===== src/design/assert_macros.svh =====
// ---------------------------------------------------------------------------
// Assertion macros
// Shared concurrent assertion wrappers for the ARP cache design.
// ---------------------------------------------------------------------------
`ifndef ASSERT_MACROS_SVH
`define ASSERT_MACROS_SVH

`ifndef NO_ASSERTIONS

// Checks a property on the rising edge of the given clock, held off during reset.
`define ARPC_ASSERT_CLK(lbl, clk, rst_n, prop) \
    lbl: assert property (@(posedge clk) disable iff (!rst_n) prop) \
    else $error("ARP cache check failed");

// Same check on the block's own clock and reset.
`define ARPC_ASSERT(lbl, prop) \
    `ARPC_ASSERT_CLK(lbl, i_clk, i_rst_n, prop)

`else

`define ARPC_ASSERT_CLK(lbl, clk, rst_n, prop)
`define ARPC_ASSERT(lbl, prop)

`endif

`endif


===== src/design/arpc_pkg.sv =====
// ---------------------------------------------------------------------------
// ARP cache package
// Widths, codes, defaults and the sequencer state type of the ARP cache.
// ---------------------------------------------------------------------------
`timescale 1ns / 1ps

package arpc_pkg;

    localparam int unsigned DEF_CACHE_ENTRIES = 16;
    localparam int unsigned DEF_PENDING_SLOTS = 8;

    localparam int unsigned IP_W   = 32;
    localparam int unsigned MAC_W  = 48;
    localparam int unsigned HW_W   = 16;
    localparam int unsigned OPER_W = 16;
    localparam int unsigned KIND_W = 3;
    localparam int unsigned TXOP_W = 2;

    localparam int unsigned IN_TDATA_W  = 224;
    localparam int unsigned OUT_TDATA_W = 216;
    localparam int unsigned CFG_W       = MAC_W;

    // Configuration register indexes
    localparam logic CFG_OWN_MAC = 1'b0;
    localparam logic CFG_OWN_IP  = 1'b1;

    // Input opcodes
    localparam logic OPC_RESOLVE = 1'b0;
    localparam logic OPC_RECEIVE = 1'b1;

    // ARP header codes
    localparam logic [HW_W-1:0]   HTYPE_ETH = 16'd1;
    localparam logic [OPER_W-1:0] OPER_REQ  = 16'd1;
    localparam logic [OPER_W-1:0] OPER_REP  = 16'd2;

    localparam logic [TXOP_W-1:0] TXOP_NONE = 2'd0;
    localparam logic [TXOP_W-1:0] TXOP_REQ  = 2'd1;
    localparam logic [TXOP_W-1:0] TXOP_REP  = 2'd2;

    // Result kinds
    localparam logic [KIND_W-1:0] KIND_HIT      = 3'd0;
    localparam logic [KIND_W-1:0] KIND_SEND_REQ = 3'd1;
    localparam logic [KIND_W-1:0] KIND_SEND_REP = 3'd2;
    localparam logic [KIND_W-1:0] KIND_DONE     = 3'd3;
    localparam logic [KIND_W-1:0] KIND_FULL     = 3'd4;

    localparam logic [7:0]       BCAST_BYTE = 8'hFF;
    localparam logic [MAC_W-1:0] BCAST_MAC  = {6{BCAST_BYTE}};

    typedef enum logic [3:0] {
        S_IDLE  = 4'b0001,
        S_CSCAN = 4'b0010,
        S_PSCAN = 4'b0100,
        S_PUSH  = 4'b1000
    } t_state;

endpackage


===== src/design/arpc_ram.sv =====
// ---------------------------------------------------------------------------
// ARP cache RAM
// Simple dual-port memory: one write port, one read port with registered data.
// ---------------------------------------------------------------------------
`timescale 1ns / 1ps

module arpc_ram #(
    parameter int unsigned DEPTH = 16,
    parameter int unsigned WIDTH = 32,
    parameter int unsigned AW    = (DEPTH > 1) ? $clog2(DEPTH) : 1
) (
    input  logic             i_clk,
    input  logic             i_we,
    input  logic [AW-1:0]    i_waddr,
    input  logic [WIDTH-1:0] i_wdata,
    input  logic [AW-1:0]    i_raddr,
    output logic [WIDTH-1:0] o_rdata
);

    logic [WIDTH-1:0] r_mem [DEPTH];
    logic [WIDTH-1:0] r_rdata;

    always_ff @(posedge i_clk) begin
        if (i_we) begin
            r_mem[i_waddr] <= i_wdata;
        end
    end

    always_ff @(posedge i_clk) begin
        r_rdata <= r_mem[i_raddr];
    end

    assign o_rdata = r_rdata;

endmodule


===== src/design/arp_cache_and_responder_core.sv =====
// ---------------------------------------------------------------------------
// ARP cache and responder core
// Resolves IPv4 addresses through a bounded cache, tracks pending requests
// and answers or absorbs received ARP packets.
// ---------------------------------------------------------------------------
// The block takes one word at a time and holds s_axis_tready low until that
// word is finished. Cache and pending lookups all go through one 32-bit
// comparator that walks the cache memory and the pending memory, one entry
// per cycle; the checks against our own addresses are made as a word is
// accepted. A resolve walks the cache up to a hit and, on a miss, the pending
// memory for a free slot. A reply for our MAC address walks the pending
// memory and, when it fulfils a slot, then the cache; a request for our
// address and an ignored packet need no walk. A finished result may wait on
// a full output register. Results sit in an output register, so a result
// waiting on m_axis_tready does not stop the next word being accepted.
`timescale 1ns / 1ps
`include "assert_macros.svh"

module arp_cache_and_responder_core
    import arpc_pkg::*;
#(
    parameter int unsigned CACHE_ENTRIES = DEF_CACHE_ENTRIES,
    parameter int unsigned PENDING_SLOTS = DEF_PENDING_SLOTS
) (
    input  logic                   i_clk,
    input  logic                   i_rst_n,
    // configuration
    input  logic                   i_cfg_we,
    input  logic                   i_cfg_addr,
    input  logic [CFG_W-1:0]       i_cfg_wdata,
    // input stream
    input  logic                   s_axis_tvalid,
    output logic                   s_axis_tready,
    // lookup_ip, hw_type, arp_oper, sender_mac, sender_ip, target_mac, target_ip
    input  logic [IN_TDATA_W-1:0]  s_axis_tdata,
    // opcode
    input  logic [0:0]             s_axis_tuser,
    // result stream
    output logic                   m_axis_tvalid,
    input  logic                   m_axis_tready,
    // found_ip, found_mac, tx_oper, tx_dest_mac, tx_target_mac, tx_target_ip, zero pad
    output logic [OUT_TDATA_W-1:0] m_axis_tdata,
    // result_kind
    output logic [KIND_W-1:0]      m_axis_tuser
);

    localparam int unsigned CIW = $clog2(CACHE_ENTRIES);
    localparam int unsigned CCW = $clog2(CACHE_ENTRIES + 1);
    localparam int unsigned PIW = (PENDING_SLOTS > 1) ? $clog2(PENDING_SLOTS) : 1;
    localparam int unsigned PCW = $clog2(PENDING_SLOTS + 1);
    localparam int unsigned CWW = IP_W + MAC_W;
    localparam int unsigned PAD_W = OUT_TDATA_W - (2 * IP_W + 3 * MAC_W + TXOP_W);

    // input fields
    logic                in_opcode;
    logic [IP_W-1:0]     in_lookup_ip;
    logic [HW_W-1:0]     in_hw_type;
    logic [OPER_W-1:0]   in_arp_oper;
    logic [MAC_W-1:0]    in_sender_mac;
    logic [IP_W-1:0]     in_sender_ip;
    logic [MAC_W-1:0]    in_target_mac;
    logic [IP_W-1:0]     in_target_ip;

    assign in_opcode     = s_axis_tuser[0];
    assign in_lookup_ip  = s_axis_tdata[31:0];
    assign in_hw_type    = s_axis_tdata[47:32];
    assign in_arp_oper   = s_axis_tdata[63:48];
    assign in_sender_mac = s_axis_tdata[111:64];
    assign in_sender_ip  = s_axis_tdata[143:112];
    assign in_target_mac = s_axis_tdata[191:144];
    assign in_target_ip  = s_axis_tdata[223:192];

    // registers
    t_state                   r_state, n_state;
    logic                     r_store, n_store;
    logic                     r_free, n_free;
    logic [IP_W-1:0]          r_key, n_key;
    logic [MAC_W-1:0]         r_smac, n_smac;
    logic [KIND_W-1:0]        r_kind, n_kind;
    logic [CCW-1:0]           r_cidx, n_cidx;
    logic [PCW-1:0]           r_pidx, n_pidx;
    logic [CIW-1:0]           r_rptr, n_rptr;
    logic [CACHE_ENTRIES-1:0] r_cvalid, n_cvalid;
    logic [PENDING_SLOTS-1:0] r_pvalid, n_pvalid;
    logic                     r_c_chk;
    logic [CIW-1:0]           r_c_at;
    logic                     r_p_chk;
    logic                     r_p_vld;
    logic [PIW-1:0]           r_p_at;
    logic [MAC_W-1:0]         r_own_mac;
    logic [IP_W-1:0]          r_own_ip;
    logic                     r_m_valid;
    logic [KIND_W-1:0]        r_m_kind;
    logic [OUT_TDATA_W-1:0]   r_m_data;

    // memory ports
    logic                     c_we;
    logic [CIW-1:0]           c_waddr;
    logic [CWW-1:0]           c_wdata;
    logic [CWW-1:0]           c_rd;
    logic                     p_we;
    logic [IP_W-1:0]          p_rd;

    logic                     s_acc;
    logic [IP_W-1:0]          cmp_ip;
    logic                     key_eq;
    logic                     c_hit;
    logic                     c_end;
    logic                     p_hit;
    logic                     p_end;
    logic                     out_load;
    logic [OUT_TDATA_W-1:0]   res_data;

    arpc_ram #(
        .DEPTH (CACHE_ENTRIES),
        .WIDTH (CWW),
        .AW    (CIW)
    ) u_cache_ram (
        .i_clk   (i_clk),
        .i_we    (c_we),
        .i_waddr (c_waddr),
        .i_wdata (c_wdata),
        .i_raddr (r_cidx[CIW-1:0]),
        .o_rdata (c_rd)
    );

    arpc_ram #(
        .DEPTH (PENDING_SLOTS),
        .WIDTH (IP_W),
        .AW    (PIW)
    ) u_pend_ram (
        .i_clk   (i_clk),
        .i_we    (p_we),
        .i_waddr (r_p_at),
        .i_wdata (r_key),
        .i_raddr (r_pidx[PIW-1:0]),
        .o_rdata (p_rd)
    );

    assign s_axis_tready = (r_state == S_IDLE);
    assign s_acc         = s_axis_tvalid && s_axis_tready;

    // The one address comparator, shared by both scans.
    assign cmp_ip = (r_state == S_PSCAN) ? p_rd : c_rd[IP_W-1:0];
    assign key_eq = (cmp_ip == r_key);

    assign c_hit = r_c_chk && key_eq;
    assign c_end = (r_cidx == CCW'(CACHE_ENTRIES));
    assign p_hit = r_p_chk && (r_free ? !r_p_vld : (r_p_vld && key_eq));
    assign p_end = (r_pidx == PCW'(PENDING_SLOTS));

    assign out_load = (r_state == S_PUSH) && (!r_m_valid || m_axis_tready);
    assign c_wdata  = {r_smac, r_key};

    always_comb begin
        n_state  = r_state;
        n_store  = r_store;
        n_free   = r_free;
        n_key    = r_key;
        n_smac   = r_smac;
        n_kind   = r_kind;
        n_cidx   = r_cidx;
        n_pidx   = r_pidx;
        n_rptr   = r_rptr;
        n_cvalid = r_cvalid;
        n_pvalid = r_pvalid;
        c_we     = 1'b0;
        c_waddr  = r_rptr;
        p_we     = 1'b0;

        unique case (r_state)
            S_IDLE: begin
                if (s_acc) begin
                    n_key   = (in_opcode == OPC_RECEIVE) ? in_sender_ip : in_lookup_ip;
                    n_smac  = in_sender_mac;
                    n_cidx  = '0;
                    n_pidx  = '0;
                    n_store = 1'b0;
                    n_free  = 1'b0;
                    priority if (in_opcode == OPC_RESOLVE) begin
                        n_state = S_CSCAN;
                    end else if (in_hw_type == HTYPE_ETH && in_arp_oper == OPER_REQ
                                 && in_target_ip == r_own_ip) begin
                        n_kind  = KIND_SEND_REP;
                        n_state = S_PUSH;
                    end else if (in_hw_type == HTYPE_ETH && in_arp_oper == OPER_REP
                                 && in_target_mac == r_own_mac) begin
                        n_state = S_PSCAN;
                    end else begin
                        n_state = S_IDLE;
                    end
                end
            end
            S_CSCAN: begin
                if (c_hit || c_end) begin
                    if (r_store) begin
                        // Store the reply: refresh the MAC in place if cached, else write at r_rptr.
                        c_we = 1'b1;
                        if (c_hit) begin
                            c_waddr = r_c_at;
                        end else begin
                            n_cvalid[r_rptr] = 1'b1;
                            n_rptr = (r_rptr == CIW'(CACHE_ENTRIES - 1)) ? '0 : r_rptr + 1'b1;
                        end
                        n_kind  = KIND_DONE;
                        n_state = S_PUSH;
                    end else if (c_hit) begin
                        n_smac  = c_rd[CWW-1:IP_W];
                        n_kind  = KIND_HIT;
                        n_state = S_PUSH;
                    end else begin
                        n_free  = 1'b1;
                        n_pidx  = '0;
                        n_state = S_PSCAN;
                    end
                end else begin
                    n_cidx = r_cidx + 1'b1;
                end
            end
            S_PSCAN: begin
                if (p_hit) begin
                    if (r_free) begin
                        p_we             = 1'b1;
                        n_pvalid[r_p_at] = 1'b1;
                        n_kind           = KIND_SEND_REQ;
                        n_state          = S_PUSH;
                    end else begin
                        n_pvalid[r_p_at] = 1'b0;
                        n_store          = 1'b1;
                        n_cidx           = '0;
                        n_state          = S_CSCAN;
                    end
                end else if (p_end) begin
                    if (r_free) begin
                        n_kind  = KIND_FULL;
                        n_state = S_PUSH;
                    end else begin
                        n_state = S_IDLE;
                    end
                end else begin
                    n_pidx = r_pidx + 1'b1;
                end
            end
            S_PUSH: begin
                if (out_load) begin
                    n_state = S_IDLE;
                end
            end
            default: begin
                n_state = S_IDLE;
            end
        endcase
    end

    // Result word built from the kind and the held key and MAC.
    always_comb begin
        logic [IP_W-1:0]   f_ip;
        logic [MAC_W-1:0]  f_mac;
        logic [TXOP_W-1:0] t_op;
        logic [MAC_W-1:0]  t_dmac;
        logic [MAC_W-1:0]  t_tmac;
        logic [IP_W-1:0]   t_ip;
        f_ip   = '0;
        f_mac  = '0;
        t_op   = TXOP_NONE;
        t_dmac = '0;
        t_tmac = '0;
        t_ip   = '0;
        unique case (r_kind)
            KIND_HIT, KIND_DONE: begin
                f_ip  = r_key;
                f_mac = r_smac;
            end
            KIND_SEND_REQ: begin
                t_op   = TXOP_REQ;
                t_dmac = BCAST_MAC;
                t_tmac = BCAST_MAC;
                t_ip   = r_key;
            end
            KIND_SEND_REP: begin
                t_op   = TXOP_REP;
                t_dmac = r_smac;
                t_tmac = r_smac;
                t_ip   = r_key;
            end
            default: begin
                f_ip = '0;
            end
        endcase
        res_data = {PAD_W'(0), t_ip, t_tmac, t_dmac, t_op, f_mac, f_ip};
    end

    always_ff @(posedge i_clk) begin
        if (!i_rst_n) begin
            r_state   <= S_IDLE;
            r_store   <= 1'b0;
            r_free    <= 1'b0;
            r_cidx    <= '0;
            r_pidx    <= '0;
            r_rptr    <= '0;
            r_cvalid  <= '0;
            r_pvalid  <= '0;
            r_c_chk   <= 1'b0;
            r_p_chk   <= 1'b0;
            r_own_mac <= '0;
            r_own_ip  <= '0;
            r_m_valid <= 1'b0;
        end else begin
            r_state  <= n_state;
            r_store  <= n_store;
            r_free   <= n_free;
            r_cidx   <= n_cidx;
            r_pidx   <= n_pidx;
            r_rptr   <= n_rptr;
            r_cvalid <= n_cvalid;
            r_pvalid <= n_pvalid;
            // Qualifiers are registered alongside the memory read data.
            r_c_chk  <= (r_state == S_CSCAN) && (r_cidx < CCW'(CACHE_ENTRIES))
                        && r_cvalid[r_cidx[CIW-1:0]];
            r_p_chk  <= (r_state == S_PSCAN) && (r_pidx < PCW'(PENDING_SLOTS));
            if (i_cfg_we) begin
                if (i_cfg_addr == CFG_OWN_MAC) begin
                    r_own_mac <= i_cfg_wdata[MAC_W-1:0];
                end else begin
                    r_own_ip <= i_cfg_wdata[IP_W-1:0];
                end
            end
            if (out_load) begin
                r_m_valid <= 1'b1;
            end else if (m_axis_tready) begin
                r_m_valid <= 1'b0;
            end
        end
    end

    always_ff @(posedge i_clk) begin
        r_key  <= n_key;
        r_smac <= n_smac;
        r_kind <= n_kind;
        r_c_at <= r_cidx[CIW-1:0];
        r_p_at <= r_pidx[PIW-1:0];
        r_p_vld <= r_pvalid[r_pidx[PIW-1:0]];
        if (out_load) begin
            r_m_kind <= r_kind;
            r_m_data <= res_data;
        end
    end

    assign m_axis_tvalid = r_m_valid;
    assign m_axis_tdata  = r_m_data;
    assign m_axis_tuser  = r_m_kind;

    `ARPC_ASSERT(a_resolve_scans_cache, (s_acc && in_opcode == OPC_RESOLVE) |=> (r_state == S_CSCAN))
    `ARPC_ASSERT(a_rptr_moves_on_store, !$stable(r_rptr) |-> $past(r_state == S_CSCAN && r_store))
    `ARPC_ASSERT(a_pvalid_moves_in_pscan, !$stable(r_pvalid) |-> $past(r_state == S_PSCAN))
    `ARPC_ASSERT(a_result_from_push, $rose(r_m_valid) |-> $past(r_state == S_PUSH))

endmodule


===== config.mk =====
export PLATFORM = sky130hd
export DESIGN_NAME = arp_cache_and_responder_core
export DESIGN_NICKNAME = d
export VERILOG_FILES = /design/src/design/arpc_pkg.sv /design/src/design/arpc_ram.sv /design/src/design/arp_cache_and_responder_core.sv
export VERILOG_INCLUDE_DIRS = /design/src /design/src/design
export SDC_FILE = /design/constraint.sdc
export NUM_CORES = 2
export LEC_CHECK = 0
export BUFFER_PORTS_ARGS = -buffer_cell sky130_fd_sc_hd__buf_2
export CORE_UTILIZATION = 45
export CTS_CLUSTER_DIAMETER = 150
export DETAILED_ROUTE_END_ITERATION = 10
export GPL_ROUTABILITY_DRIVEN = 0
export PLACE_DENSITY = 0.65
export SYNTH_ARGS = -nofsm -noshare
export SYNTH_HDL_FRONTEND = slang
export SYNTH_SLANG_ARGS = --single-unit

===== constraint.sdc =====
create_clock -name i_clk -period 10.6 [get_ports i_clk]
set_clock_uncertainty 0.2 [all_clocks]
set_input_delay 3.18 -clock i_clk [delete_from_list [all_inputs] [get_ports i_clk]]
set_output_delay 3.18 -clock i_clk [all_outputs]
set_load 0.05 [all_outputs]

* Yosys cells after proc, flatten, opt, wreduce, memory -nomap -nowiden *
Memories as Yosys holds them, arrays and structs flattened. A register that Yosys moved wholly into a read port is not among the register bits.
Index checks and enable logic that the tools add are counted.

storage, ports and cells
  latch bits = 0
  input port bits = 279
  bits in read-only memories = 0
  output and inout port bits = 221
  word-level logic and storage cells = 192
  bits in registers = 430
  memory bits (writable) = 1536
  memories kept = 2

operators by class
  div/mod/pow operators = 0
  $add $sub $neg = 3
  $lt $le $gt $ge = 8
  equal/unequal tests = 33
  shifts and indexed selects = 0
  $mul = 0
  bitwise logic cells = 6
  multiplexer cells = 80
  reduce and logical (&&, ||, !) cells = 37

memory list
  name               depth  bits a word  rd ports  clocked after Yosys merged registers in  write ports  RTL line        source
  u_cache_ram.r_mem  16     80           1         1                                        1            arpc_ram.sv:20  logic [WIDTH-1:0] r_mem [DEPTH];
  u_pend_ram.r_mem   8      32           1         1                                        1            arpc_ram.sv:20

operator list
  kind                 number
  $mux 48              4
  $pmux 48 s2          2
  $mux 4               22
  $eq 32x32->1         2
  $mux 32              2
  $eq 48x48->1         1
  $mux 3               11
  $eq 16x1->1 const B  2
  $mux 1               23
  $mux 5               4
  $ne 2x2->1 const B   10
  $eq 16x2->1 const B  1
  $or 16x16->16        1
  $pmux 4 s4           1
  $pmux 5 s3           1
  $reduce_and 5->1     3
  $logic_and 1x1->1    14
  $eq 4x4->1 const B   3
  $ne 3x3->1 const B   4
  $pmux 4 s3           1
  $reduce_and 4->1     3
  $lt 4x5->1 const B   2
  $pmux 3 s3           1
  $reduce_and 9->1     1
  33 further kinds     48

* Depth between registers and ports, before layout *
  depth in word-level cells = 10
  depth in mapped cells = 12
  gate-level depth less buffers = 9

* Cells and area by module *
From an unflattened synthesis, not the netlist that was laid out.

second synthesis, totals
  cell total of the unflattened synthesis = 4045
  area, all modules = 77360.4 um2

by module, submodules not included
  module                        cells an instance  area each (um2)  times used
  arpc_ram (u_cache_ram)        2054               49422.4          1
  arp_cache_and_responder_core  1576               17471.8          1
  arpc_ram (u_pend_ram)         415                10466.3          1

* Worst setup path after synthesis *
Ideal clock, no wire load.

  path kind = input-to-reg
  start point = in m_axis_tready
  end point = reg r_m_data[0], in the netlist m_axis_tdata[0] (enable)
  setup time = 0.712 ns
  arrival = 10.539 ns
  cell stages on the path = 2
  slack = -0.852 ns
  cell sequence = nor2b_1 -> nor2b_1

on the way
  longest elaborated chain between the ends = 2

RTL lines
  item                    RTL line                             source
  start: declaration      arp_cache_and_responder_core.sv:40   input logic m_axis_tready,
  $logic_or 1x1->1        arp_cache_and_responder_core.sv:152  assign out_load = (r_state == S_PUSH) && (!r_m_valid || m_axis_tready);
  $logic_and 1x1->1       arp_cache_and_responder_core.sv:152
  net out_load            arp_cache_and_responder_core.sv:111  logic out_load;
  end signal: assignment  arp_cache_and_responder_core.sv:345  r_m_data <= res_data;
  end: declaration        arp_cache_and_responder_core.sv:94   logic [OUT_TDATA_W-1:0] r_m_data;

The timed path passes the listed nets, and every way through them passes these cells.
A chain may end at the register's enable or synchronous reset.

* Worst setup path in the final report *
  start point = reg r_state[3]
  end point = mem u_cache_ram.r_mem[11][77] in the netlist's numbering (enable)

on the way
  longest elaborated chain between the ends = 9

RTL lines
  item                          RTL line                             source
  start: declaration            arp_cache_and_responder_core.sv:74   t_state r_state, n_state;
  start signal: assignment      arp_cache_and_responder_core.sv:309  r_state <= n_state;
  $eq 4x3->1                    arp_cache_and_responder_core.sv:144  assign cmp_ip = (r_state == S_PSCAN) ? p_rd : c_rd[IP_W-1:0];
  $mux 32                       arp_cache_and_responder_core.sv:144
  $eq 32x32->1                  arp_cache_and_responder_core.sv:145  assign key_eq = (cmp_ip == r_key);
  $logic_and 1x1->1             arp_cache_and_responder_core.sv:147  assign c_hit = r_c_chk && key_eq;
  $logic_or 1x1->1              arp_cache_and_responder_core.sv:195  if (c_hit || c_end) begin
  $mux 1                        arp_cache_and_responder_core.sv:195
  $mux 1                        arp_cache_and_responder_core.sv:171  unique case (r_state)
  $mux 1                        arpc_ram.sv:24                       if (i_we) begin
  $mux 1 (implied by the code)  arpc_ram.sv:25                       r_mem[i_waddr] <= i_wdata;
  end: declaration              arpc_ram.sv:20

Parallel ways exist; a longest one is shown, timed or not.

==> impl_metrics.yaml <==
status:
  status: "complete, no violations"
critical_path:
  reg2reg_depth: 11
  cp_num_cells: 11
  r2r_end: "u_cache_ram.r_mem[11][77]"
  cp.required_ns: 10.84
  cpPeakStageDelay_ns: 0.74
  startpoint: "r_state[3]"
  worstPathArrival_ns: 6.56
  crit_slowest_cell: "buf_4"
  reg2reg_slack_ns: 4.28
  crit_path_max_fanout: 43
  regToRegStartpoint: "r_state[3]"
  cp-endpoint: "u_cache_ram.r_mem[11][77]"
  cp_cell_sequence: "or4b_1 > buf_4 > a221o_1 > a221o_1 > or4_4 > nor3_4 > nand2_2 > mux2i_1 > nor2_4 > buf_4 > buf_4"
  crit_family: "simple AND/OR/NAND/NOR gates"
  crit_type: "flip-flop to flip-flop"
  cpMostUsedCell: "buf_4"
  crit_buf_inv: 3
  end_kind: "flip-flop"
  cp-start-kind: "flip-flop"
logic_synthesis:
  synth_seq_cells: 2030
  yosys_most_used_dff: "edfxtp_1"
  ys_warn_count: 0
  ys_seq_area_frac: 0.7606
  ys_top_cells_by_area: "edfxtp_1 70%, mux4_2 14%, dfxtp_1 6.4%, nand2_1 1.6%, mux2_2 0.95%"
  yosysTopAreaCell: "edfxtp_1"
  syn_inst: 3876
  avgSynthCellArea_sq_um: 19.84
  async_flop_share: 0
  ys_types: 67
  syn_area_sq_um: 76910
  synth_edf_count: 1784
  yosysTopAreaCellShare: 0.6966
die:
  coreArea_sq_um: 169500
  die_width_microns: 415.4
  fp.dieH_microns: 415.4
  dieArea_sq_um: 172600
  num_io_pins: 500
  initial_core_util: 0.4538
  num_rows: 151
pwr:
  power.density_nw_per_um2: 192.2
  p_switching_w: 0.003757
  internal_power_w: 0.01326
  clockPowerShare: 0.412
  swShare: 0.2207
  comb_power_share: 0.043
  leakage_nw: 29.11
  p_total_w: 0.01702
  vdd_drop_max_mv: 0.1601
  p_seq_frac: 0.545
drt:
  vias: 38450
  post_drt_wl_per_cell_microns: 26.69
  first_pass_iters: 6
  drt-vias-per-instance: 5.639
  routed_wl_mm: 182.0
  ant_nets: 0
  dr.first_iter.drc_count: 4219
  drcViolationCount: 0
hold_path:
  worstHoldPathType: "flip-flop to flip-flop"
sta:
  tns_ns: 0
  setup_slack_ns: 4.282
  finalMaxSlewViolations: 0
  fmax_ghz: 0.1583
  period_minus_slack_ns: 6.318
  min_period_over_period: 0.5961
  setup_violations: 0
  rsz0062_at_grt: "no"
  maxSlewHeadroom: 0.1169
  hold_viol_final: 0
  tightest_slew_ns: 1.311
final_layout:
  layout.cells.non_filler: 6818
  fin_area_sq_um: 88540
  final_cell_mix: "1,784 x edfxtp_1, 493 x buf_2, 471 x mux4_2"
  final_common_cell: "edfxtp_1"
  layout-drive-gt1-share: 0.3191
  syn_to_final_growth_pct: 15.13
  fin_nets: 4708
clock_network:
  root_buffer: "clkbuf_16"
  cts_resized: 0
  clk_pin_slew_ns: 0.06
  cts_buffers: 199
  clk_latency_ns: 0.86
  clkSinkCount: 2030
  cts_buffer_depth: 3
  htreeDepth: 4
  postCtsSetupRepairBufs: 0
  ctsHoldBuffers: 0
  cts_tree: "built"
placement:
  dpl_cell_area_sq_um: 82000
  dp.cells: 6438
  port_buffers: 493
  post-place-ws_ns: 4.283
  hpwl_mm: 103.4
global_routing:
  overflow: 0
  grt_use_total: 0.2098
  grt_pass1_wl_mm: 264.4
  antenna_found_initial: 7
  grt_start_max_net_pins: 110
  grt_pass1_vias: 39140
run:
  drv_cap: 0
worst min-delay path: stages (launching register included):
cell     delay [ns]
dfxtp_1        0.31
nand2_1        0.05
mux2i_1        0.05
sequential cells by signal, summed over array words and instances, names as in the netlist, 3 cells and up, named ones only:
name	count
m_axis_tdata	162
m_axis_tuser	3
r_c_at	4
r_cidx	5
r_cvalid	16
r_key	32
r_kind	3
r_own_ip	32
r_own_mac	48
r_p_at	3
r_pidx	4
r_rptr	4
r_smac	48
r_state	4
u_cache_ram.o_rdata	80
u_cache_ram.r_mem	1280
u_pend_ram.o_rdata	32
u_pend_ram.r_mem	256
final cells by class:
class                           count  area (sq um)
Inverter                           44         171.4
Multi-Input combinational cell   1560         17370
Fill cell                       13180         80930
Clock inverter                    100          1007
Sequential cell                  2030         58510
Clock buffer                      278          5529
Tap cell                         2218          2775
Timing Repair Buffer              586          3178
Antenna cell                        2         5.005
worst min path at each step:
stage,end,depth (start not counted),startpoint,slack [ns]
after global placement,r_cvalid[10],2,r_cvalid[10],0.24
final,flip-flop,2,flip-flop,0.26
after CTS,flip-flop,2,flip-flop,0.26
after floorplan,r_p_at[2],0,r_pidx[2],0.14
after global routing,r_c_at[3],0,r_cidx[3],0.28
after detailed placement,flip-flop,2,flip-flop,0.25
power by group through the flow:
stage | combinational, W | sequential (W) | clock [W]
finish | 0.000732 | 0.00928 | 0.00701
global route | 0.000789 | 0.00931 | 0.00743
CTS | 0.000747 | 0.00928 | 0.00713
detailed placement | 0.000743 | 0.00946 | 0
global placement | 0.000735 | 0.00944 | 0
floorplan | 0.000437 | 0.00933 | 0
cell families (layout without fill, tap and decap cells):
group	count (synthesis)	count (layout)	share of synthesized area
other	1	8	0.00004876
xor gates and xnor gates	111	111	0.01264
buffers and inverters	291	1008	0.01694
and+or+nand+nor	652	652	0.03957
muxes	552	552	0.1495
adders and majority gates	8	8	0.001302
DFF	2030	2030	0.7606
AOI/OAI and AO/OA	231	231	0.01936
metrics by stage:
| stage | hold slack [ns] | utilization |
|---|---|---|
| 3_3_place_gp | 0.2434 | 0.4839 |
| 2_1_floorplan | 0.1411 | - |
| 6_report | 0.2590 | 0.5225 |
| 3_5_place_dp | 0.2525 | 0.4839 |
| 5_1_grt | 0.2753 | 0.5224 |
| 4_1_cts | 0.2606 | 0.5224 |
metal layers:
| layer | share of wire | global-route usage | up-vias |
|---|---|---|---|
| li1 | - | - | 16520 |
| met1 | 0.42 | 0.2919 | 20250 |
| met2 | 0.50 | 0.3454 | 1415 |
| met3 | 0.064 | 0.03480 | 256 |
| met4 | 0.020 | 0.05342 | 10 |
| met5 | 0.00035 | 0 | - |
cell usage after synthesis (21+ instances only):
cell type  instances
nand2_1          331
clkbuf_1         143
nor4_1            21
nor2b_1           36
xor2_1            33
nand4_1           25
mux2_2            65
nor3_1            31
nor2_1            83
a21o_1            49
a21oi_1           97
buf_4             55
xnor2_1           78
inv_1             43
mux4_2           471
buf_1             46
edfxtp_1        1784
and2_1            73
dfxtp_1          246
a31oi_1           21
No activity file was read; power rests on OpenSTA's default activity.
